[config.mk]
export PLATFORM = sky130hd
export DESIGN_NAME = oversampled_button_mode_selector
export DESIGN_NICKNAME = d
export VERILOG_FILES = /design/src/obms_pkg.sv /design/src/oversampled_button_mode_selector.sv /design/src/obms_cfg_regs.sv /design/src/obms_core.sv
export SDC_FILE = /design/constraint.sdc
export NUM_CORES = 1
export LEC_CHECK = 0
export BUFFER_PORTS_ARGS = -buffer_cell sky130_fd_sc_hd__buf_4
export CAP_MARGIN = 10
export CORE_MARGIN = 1
export CORE_UTILIZATION = 50
export CTS_CLUSTER_DIAMETER = 80
export DETAILED_ROUTE_END_ITERATION = 8
export MAX_ROUTING_LAYER = met4
export PLACE_DENSITY = 0.65
export SYNTH_ARGS = -nofsm -noshare
export SYNTH_HDL_FRONTEND = slang
export SYNTH_SLANG_ARGS = --single-unit
[constraint.sdc]
create_clock -name clk_i -period 3.15 [get_ports clk_i]
set_clock_uncertainty 0.1 [all_clocks]
set_input_delay 0.63 -clock clk_i [delete_from_list [all_inputs] [get_ports clk_i]]
set_output_delay 0.63 -clock clk_i [all_outputs]
set_load 0.02 [all_outputs]
[src/obms_pkg.sv]
`timescale 1ns / 1ps

package obms_pkg;

  // Width of the window and sample counters
  localparam int unsigned CntW = 16;

  // Register and field widths
  localparam int unsigned WinW     = 16;
  localparam int unsigned ModeW    = 4;
  localparam int unsigned PhaseW   = 2;
  localparam int unsigned CfgIdxW  = 2;
  localparam int unsigned CfgDataW = 16;

  // Configuration register indexes
  localparam logic [CfgIdxW-1:0] CfgIdxPressWindow   = 2'd0;
  localparam logic [CfgIdxW-1:0] CfgIdxReleaseWindow = 2'd1;
  localparam logic [CfgIdxW-1:0] CfgIdxModeLimit     = 2'd2;

  // Reset values of the configuration registers
  localparam logic [WinW-1:0]  PressWindowRst   = 16'd100;
  localparam logic [WinW-1:0]  ReleaseWindowRst = 16'd100;
  localparam logic [ModeW-1:0] ModeLimitRst     = 4'd3;

  // Phase codes as seen on the result word
  localparam logic [PhaseW-1:0] PhaseCodeIdle  = 2'd0;
  localparam logic [PhaseW-1:0] PhaseCodeArmed = 2'd1;
  localparam logic [PhaseW-1:0] PhaseCodeCount = 2'd2;
  localparam logic [PhaseW-1:0] PhaseCodeDone  = 2'd3;

  // Item operation codes
  localparam logic OpPinChange = 1'b0;
  localparam logic OpTick      = 1'b1;

  typedef struct packed {
    logic [WinW-1:0]  press_window;
    logic [WinW-1:0]  release_window;
    logic [ModeW-1:0] mode_limit;
  } cfg_t;

  typedef struct packed {
    logic [ModeW-1:0]  mode;
    logic [PhaseW-1:0] phase;
    logic              expected_pressed;
    logic              press_accepted;
    logic              event_rejected;
  } result_t;

endpackage

[src/oversampled_button_mode_selector.sv]
`timescale 1ns / 1ps

// Channel   Direction  Handshake                  Word
// input     in         in_valid_i / in_stall_o    operation_i, switch_level_i
// result    out        out_valid_o / out_stall_i  mode_o, phase_o, expected_pressed_o,
//                                                 press_accepted_o, event_rejected_o
// config    in         cfg_valid_i / cfg_ready_o  cfg_index_i, cfg_data_i
//
// One word per cycle sustained while the result side does not stall; a result word passes
// from the input register through the qualifier logic into the result register.
// Reset clears the qualifier to idle, the counts and mode to zero, the position to
// released, and loads the window and limit registers with their defaults.
// A stalled result register holds its word; the input register then fills and stalls.
// Config words are taken every cycle.

module oversampled_button_mode_selector (
  input  logic                           clk_i,
  input  logic                           rst_ni,
  input  logic                           in_valid_i,
  output logic                           in_stall_o,
  input  logic                           operation_i,
  input  logic                           switch_level_i,
  output logic                           out_valid_o,
  input  logic                           out_stall_i,
  output logic [obms_pkg::ModeW-1:0]     mode_o,
  output logic [obms_pkg::PhaseW-1:0]    phase_o,
  output logic                           expected_pressed_o,
  output logic                           press_accepted_o,
  output logic                           event_rejected_o,
  input  logic                           cfg_valid_i,
  output logic                           cfg_ready_o,
  input  logic [obms_pkg::CfgIdxW-1:0]   cfg_index_i,
  input  logic [obms_pkg::CfgDataW-1:0]  cfg_data_i
);

  obms_pkg::cfg_t    cfg;
  obms_pkg::result_t result;
  obms_pkg::result_t result_q;
  logic              in_valid_q;
  logic              operation_q;
  logic              level_q;
  logic              out_valid_q;
  logic              advance;

  obms_cfg_regs u_cfg (
    .clk_i       (clk_i),
    .rst_ni      (rst_ni),
    .cfg_valid_i (cfg_valid_i),
    .cfg_ready_o (cfg_ready_o),
    .cfg_index_i (cfg_index_i),
    .cfg_data_i  (cfg_data_i),
    .cfg_o       (cfg)
  );

  // Move the held input word into the result register when it has room
  assign advance    = in_valid_q & (~out_valid_q | ~out_stall_i);
  assign in_stall_o = in_valid_q & ~advance;

  obms_core u_core (
    .clk_i          (clk_i),
    .rst_ni         (rst_ni),
    .fire_i         (advance),
    .operation_i    (operation_q),
    .switch_level_i (level_q),
    .cfg_i          (cfg),
    .result_o       (result)
  );

  // Input register
  always_ff @(posedge clk_i or negedge rst_ni) begin
    if (!rst_ni) begin
      in_valid_q <= 1'b0;
    end else if (!in_stall_o) begin
      in_valid_q <= in_valid_i;
    end
  end

  always_ff @(posedge clk_i) begin
    if (!in_stall_o && in_valid_i) begin
      operation_q <= operation_i;
      level_q     <= switch_level_i;
    end
  end

  // Result register
  always_ff @(posedge clk_i or negedge rst_ni) begin
    if (!rst_ni) begin
      out_valid_q <= 1'b0;
    end else if (advance) begin
      out_valid_q <= 1'b1;
    end else if (!out_stall_i) begin
      out_valid_q <= 1'b0;
    end
  end

  always_ff @(posedge clk_i) begin
    if (advance) begin
      result_q <= result;
    end
  end

  assign out_valid_o        = out_valid_q;
  assign mode_o             = result_q.mode;
  assign phase_o            = result_q.phase;
  assign expected_pressed_o = result_q.expected_pressed;
  assign press_accepted_o   = result_q.press_accepted;
  assign event_rejected_o   = result_q.event_rejected;

  // An empty result register never stalls the input side
  a_no_false_stall: assert property (@(posedge clk_i) disable iff (!rst_ni)
    !out_valid_q |-> !in_stall_o)
    else $error("input stalled with empty result register");

  // A stalled result word is never lost
  a_result_kept: assert property (@(posedge clk_i) disable iff (!rst_ni)
    out_valid_q && out_stall_i |=> out_valid_q)
    else $error("stalled result dropped");

  // A stalled input word stays in the input register
  a_input_kept: assert property (@(posedge clk_i) disable iff (!rst_ni)
    in_stall_o |=> in_valid_q)
    else $error("stalled input dropped");

endmodule

[src/obms_cfg_regs.sv]
`timescale 1ns / 1ps

module obms_cfg_regs (
  input  logic                           clk_i,
  input  logic                           rst_ni,
  input  logic                           cfg_valid_i,
  output logic                           cfg_ready_o,
  input  logic [obms_pkg::CfgIdxW-1:0]   cfg_index_i,
  input  logic [obms_pkg::CfgDataW-1:0]  cfg_data_i,
  output obms_pkg::cfg_t                 cfg_o
);

  obms_pkg::cfg_t cfg_q, cfg_d;
  logic           wr_en;

  // Take a write word every cycle
  assign cfg_ready_o = 1'b1;
  assign wr_en       = cfg_valid_i & cfg_ready_o;

  // Decode the register index; unknown indexes drop the word
  always_comb begin
    cfg_d = cfg_q;
    if (wr_en) begin
      unique case (cfg_index_i)
        obms_pkg::CfgIdxPressWindow:   cfg_d.press_window   = cfg_data_i[obms_pkg::WinW-1:0];
        obms_pkg::CfgIdxReleaseWindow: cfg_d.release_window = cfg_data_i[obms_pkg::WinW-1:0];
        obms_pkg::CfgIdxModeLimit:     cfg_d.mode_limit     = cfg_data_i[obms_pkg::ModeW-1:0];
        default:                       cfg_d = cfg_q;
      endcase
    end
  end

  always_ff @(posedge clk_i or negedge rst_ni) begin
    if (!rst_ni) begin
      cfg_q.press_window   <= obms_pkg::PressWindowRst;
      cfg_q.release_window <= obms_pkg::ReleaseWindowRst;
      cfg_q.mode_limit     <= obms_pkg::ModeLimitRst;
    end else begin
      cfg_q <= cfg_d;
    end
  end

  assign cfg_o = cfg_q;

endmodule

[src/obms_core.sv]
`timescale 1ns / 1ps

module obms_core (
  input  logic                clk_i,
  input  logic                rst_ni,
  input  logic                fire_i,
  input  logic                operation_i,
  input  logic                switch_level_i,
  input  obms_pkg::cfg_t      cfg_i,
  output obms_pkg::result_t   result_o
);

  typedef enum logic [3:0] {
    PhIdle  = 4'b0001,
    PhArmed = 4'b0010,
    PhCount = 4'b0100,
    PhDone  = 4'b1000
  } phase_e;

  phase_e                          phase_q, phase_d;
  logic [obms_pkg::CntW-1:0]       window_q, window_d;
  logic [obms_pkg::CntW-1:0]       needed_q, needed_d;
  logic                            pressed_q, pressed_d;
  logic [obms_pkg::ModeW-1:0]      mode_q, mode_d;
  logic                            accepted, rejected;
  logic [obms_pkg::WinW-1:0]       win_sel;
  logic [obms_pkg::ModeW:0]        mode_inc;
  logic                            level_match;
  logic [obms_pkg::PhaseW-1:0]     phase_code;

  // Window of the edge being qualified, picked by the position before the flip
  assign win_sel     = pressed_q ? cfg_i.release_window : cfg_i.press_window;
  assign mode_inc    = {1'b0, mode_q} + {{obms_pkg::ModeW{1'b0}}, 1'b1};
  // Low level means pressed
  assign level_match = pressed_q ? ~switch_level_i : switch_level_i;

  // Advance the qualifier by one word
  always_comb begin
    phase_d   = phase_q;
    window_d  = window_q;
    needed_d  = needed_q;
    pressed_d = pressed_q;
    mode_d    = mode_q;
    accepted  = 1'b0;
    rejected  = 1'b0;
    if (operation_i == obms_pkg::OpPinChange) begin
      if (phase_q == PhIdle) phase_d = PhArmed;
    end else begin
      unique case (phase_q)
        PhArmed: begin
          phase_d   = PhCount;
          pressed_d = ~pressed_q;
          window_d  = obms_pkg::CntW'(win_sel);
          needed_d  = obms_pkg::CntW'(win_sel >> 1);
        end
        PhCount: begin
          priority if (window_q != '0) begin
            window_d = window_q - obms_pkg::CntW'(1);
            if (needed_q != '0 && level_match) needed_d = needed_q - obms_pkg::CntW'(1);
          end else if (needed_q != '0) begin
            phase_d  = PhIdle;
            window_d = '0;
            needed_d = '0;
            rejected = 1'b1;
          end else begin
            phase_d = PhDone;
          end
        end
        PhDone: begin
          phase_d = PhIdle;
          if (pressed_q) begin
            accepted = 1'b1;
            if (mode_inc > {1'b0, cfg_i.mode_limit}) begin
              mode_d    = '0;
              pressed_d = 1'b0;
            end else begin
              mode_d = mode_inc[obms_pkg::ModeW-1:0];
            end
          end
        end
        PhIdle:  phase_d = PhIdle;
        default: phase_d = PhIdle;
      endcase
    end
  end

  // Map the one-hot phase to its result code
  always_comb begin
    unique case (phase_d)
      PhIdle:  phase_code = obms_pkg::PhaseCodeIdle;
      PhArmed: phase_code = obms_pkg::PhaseCodeArmed;
      PhCount: phase_code = obms_pkg::PhaseCodeCount;
      PhDone:  phase_code = obms_pkg::PhaseCodeDone;
      default: phase_code = obms_pkg::PhaseCodeIdle;
    endcase
  end

  assign result_o.mode             = mode_d;
  assign result_o.phase            = phase_code;
  assign result_o.expected_pressed = pressed_d;
  assign result_o.press_accepted   = accepted;
  assign result_o.event_rejected   = rejected;

  // Hold state unless a word passes through
  always_ff @(posedge clk_i or negedge rst_ni) begin
    if (!rst_ni) begin
      phase_q   <= PhIdle;
      window_q  <= '0;
      needed_q  <= '0;
      pressed_q <= 1'b0;
      mode_q    <= '0;
    end else if (fire_i) begin
      phase_q   <= phase_d;
      window_q  <= window_d;
      needed_q  <= needed_d;
      pressed_q <= pressed_d;
      mode_q    <= mode_d;
    end
  end

  // A mode step only comes from the confirmed phase with a pressed position
  a_accept_src: assert property (@(posedge clk_i) disable iff (!rst_ni)
    fire_i && accepted |-> phase_q == PhDone && pressed_q)
    else $error("mode advanced outside confirmed press");

  // A rejection leaves both counts cleared and the qualifier idle
  a_reject_clear: assert property (@(posedge clk_i) disable iff (!rst_ni)
    fire_i && rejected |=> window_q == '0 && needed_q == '0 && phase_q == PhIdle)
    else $error("rejection did not clear the qualifier");

  // Mode only changes when a press is accepted
  a_mode_stable: assert property (@(posedge clk_i) disable iff (!rst_ni)
    !(fire_i && accepted) |=> $stable(mode_q))
    else $error("mode changed without an accepted press");

endmodule

==> run_results.csv <==
group,metric,value,unit
run_status,outcome,"finished clean",
yosys,synth_top_cell_by_area,"dfrtp_1",
power,leakage,2.38,nW
critical_path,required,3.33,ns
final_layout,multi_input_area,0.00221,sq mm
clock_tree,cts_tree,"built",
timing,finalCritPeriodShare,0.890,
route,drt-pass1-iter-count,4,
clock_tree,htreeDepth,3,
yosys,synth_warnings,0,
placement,portBuffers,35,
floorplanning,fp-row-count,34,
clock_tree,cts_root_buf,"clkbuf_8",
power,p_per_area,720,mW/mm^2
final_layout,nFillCells,779,
clock_tree,post-cts-setup-buffers,0,
power,switching_share,0.363,
grt,grt_usage,0.230,
power,clockPowerShare,0.232,
yosys,netlist_area,0.00467,sq mm
floorplanning,die_x,98.7,um
run,drv_cap,0,
power,combinationalPowerShare,0.317,
yosys,yosysUniqueCellTypes,48,
clock_tree,cts_hold_buf,0,
yosys,syn_inst,470,
timing,rsz0062_at_grt,"false",
critical_path,cp-end-kind,"flip-flop",
floorplanning,start_util,0.526,
timing,hold_violations,0,
timing,fmax,357,MHz
route,drt_iter0_markers,222,
grt,grt_overflow,0,
grt,grt_pass1_wl,17000,um
power,intPower,2.45,mW
timing,finalSetupViolCount,0,
floorplanning,die_height,98.7,um
yosys,ys_ff_latch,90,
final_layout,antennaDiodeCount,0,
clock_tree,clk_latency,0.36,ns
floorplanning,core-area,0.00889,sq mm
grt,grt_max_degree,80,
final_layout,finalNetCount,544,
critical_path,r2r-start,"u_core.window_q[0]$_DFFE_PN0P_",
floorplanning,dieArea,0.00974,sq mm
yosys,synthFlopType,"dfrtp_1",
critical_path,cp-start-kind,"flip-flop",
clock_tree,cts_max_path_buffers,2,
route,num_vias,3637,
floorplanning,io_pins,37,
route,detail_route.wl_per_cell,16.1,um
power,ir_drop,290,uV
yosys,synth-edff-count,11,
yosys,synth_common_cells,"dfrtp_1, o21ai_0, nor2_1, a21oi_1, mux2_2",
power,p_sw,1.39,mW
final_layout,fin_util,0.601,
final_layout,final_cells,623,
clock_tree,clkSinkCount,90,
timing,slew_headroom,0.330,
placement,dp.cells,607,
critical_path,r2r_end,"u_core.needed_q[15]$_DFFE_PN0P_",
power,p_seq_frac,0.450,
final_layout,syn_to_final_growth,14.3,%
route,viasPerCell,5.84,
final_layout,seqCellArea,0.00232,sq mm
route,postRouteAntennaNets,0,
critical_path,startpoint,"u_core.window_q[0]$_DFFE_PN0P_",
grt,antenna_found_initial,0,
timing,holdWs,0.323,ns
timing,slew_viol_final,0,
yosys,async_reset_ff_frac,0.878,
critical_path,r2r_slack,0.35,ns
route,routed_wl,10000,um
grt,grt_pass1_vias,3537,
timing,setup-tns-final,0,ns
min_path,min_path_type,"primary input to asynchronous set/reset pin",
critical_path,critPathMaxFanout,7,
timing,worst_pin_slew,1.01,ns
critical_path,critical_path_class,"flip-flop to flip-flop",
yosys,synth.most_common_cell,"dfrtp_1",
final_layout,layout-drive-gt1-share,0.239,
yosys,seq_area_frac_synth,0.496,
yosys,synth.avg_cell_area,9.95,sq um
yosys,syn_nets,504,
timing,fin_crit,2.80,ns
clock_tree,cts_resized,0,
clock_tree,clkSlewWorstSetupHoldPaths,0.09,ns
yosys,synthTopCellsByArea,"dfrtp_1, mux2_2, edfxtp_1",
critical_path,reg2reg_depth,9,
clock_tree,numCtsBuffers,9,
placement,place_congestion,0.914,
yosys,synth_top_area_frac,0.375,
placement,hpwl,7170,um
route,drc,0,
critical_path,cp.arrival,2.98,ns
-- worst max-delay path: stages, from the launching register on --
cell,delay (ns)
dfrtp_1,0.40
inv_1,0.11
ha_1,0.15
or4b_2,0.65
nor4_4,0.17
buf_4,0.19
nor2_2,0.05
a211o_1,0.29
or4_1,0.47
a21oi_1,0.15
-- power by group through the flow --
stage / combinational (mW) / sequential, mW / clock [mW]
after floorplan: 0.891 / 1.68 / 0
after global routing: 1.39 / 1.78 / 0.961
after global placement: 1.19 / 1.74 / 0
after CTS: 1.22 / 1.73 / 0.913
final: 1.22 / 1.73 / 0.894
after detailed placement: 1.22 / 1.76 / 0
-- worst max path at each step --
stage          slack, ns  depth (start not counted)                         endpoint
2_1_floorplan       0.39                          8  u_core.needed_q[15]$_DFFE_PN0P_
3_3_place_gp        0.45                          9  u_core.needed_q[15]$_DFFE_PN0P_
3_5_place_dp        0.37                          9  u_core.needed_q[15]$_DFFE_PN0P_
4_1_cts             0.34                          9  u_core.needed_q[15]$_DFFE_PN0P_
5_1_grt             0.12                          9   u_core.needed_q[3]$_DFFE_PN0P_
6_report            0.35                          9  u_core.needed_q[15]$_DFFE_PN0P_
-- placed cells by master, fill, tap and decap left out, types with 4 or more instances in the layout --
| cell | n |
|---|---|
| a21oi_1 | 42 |
| nor4_1 | 5 |
| mux2_2 | 39 |
| o22ai_1 | 4 |
| and2_1 | 4 |
| o21ai_0 | 57 |
| ha_1 | 9 |
| clkbuf_8 | 9 |
| inv_1 | 17 |
| nor3_1 | 13 |
| nand2b_1 | 4 |
| nand3b_1 | 6 |
| nand2_1 | 24 |
| mux2i_1 | 16 |
| nand3_1 | 14 |
| buf_4 | 52 |
| xor2_1 | 4 |
| dfstp_2 | 9 |
| nor2_1 | 43 |
| dfrtp_1 | 70 |
| a31oi_1 | 10 |
| nor2b_1 | 4 |
| edfxtp_1 | 11 |
-- per-layer routing --
| layer | vias up | share of wire | wire length (um) | global-route usage |
|---|---|---|---|---|
| li1 | 1784 | - | - | - |
| met1 | 1779 | 0.49 | 4950 | 0.320 |
| met2 | 66 | 0.46 | 4630 | 0.343 |
| met3 | 8 | 0.038 | 378 | 0.0411 |
| met4 | 0 | 0.0070 | 70 | 0.0723 |
| met5 | - | 0 | 0 | - |
-- layout make-up --
| class | count | area share |
|---|---|---|
| repair buffers | 52 | 0.0731 |
| flip-flops and latches | 90 | 0.434 |
| inverters | 17 | 0.0119 |
| clock buffers | 9 | 0.0232 |
| clock inverters | 7 | 0.0185 |
| well taps | 108 | 0.0253 |
| multi-input cells | 340 | 0.414 |
-- cells by family after synthesis --
kind of cell    after synthesis  synth area share
xor+xnor                      5           0.00937
flops                        90             0.496
other cells                   1          0.000802
fa+ha+maj                     9            0.0241
mux                          55             0.128
simple gates                138             0.151
buf+inv                      40            0.0332
compound gates              132             0.157
-- flip-flops by register name, summed over array words and instances, names as in the netlist --
signal and count:
expected_pressed_o 1, operation_q 1, u_core.window_q 16, u_core.phase_q 4, phase_o 2, event_rejected_o 1, in_valid_q 1, u_core.needed_q 16
u_cfg.cfg_o 36, level_q 1, out_valid_o 1, u_core.mode_q 4, press_accepted_o 1, mode_o 4, u_core.pressed_q 1
-- metrics by stage --
step | worst slack, ns | power [mW] | cell area (sq um)
finish | 0.347 | 3.85 | 5340
global route | 0.120 | 4.13 | 5340
CTS | 0.344 | 3.87 | 5340
detailed placement | 0.370 | 2.98 | 5120
global placement | 0.445 | 2.93 | 5120
floorplan | 0.392 | 2.57 | 4670
(Power assumes the default switching activity.)
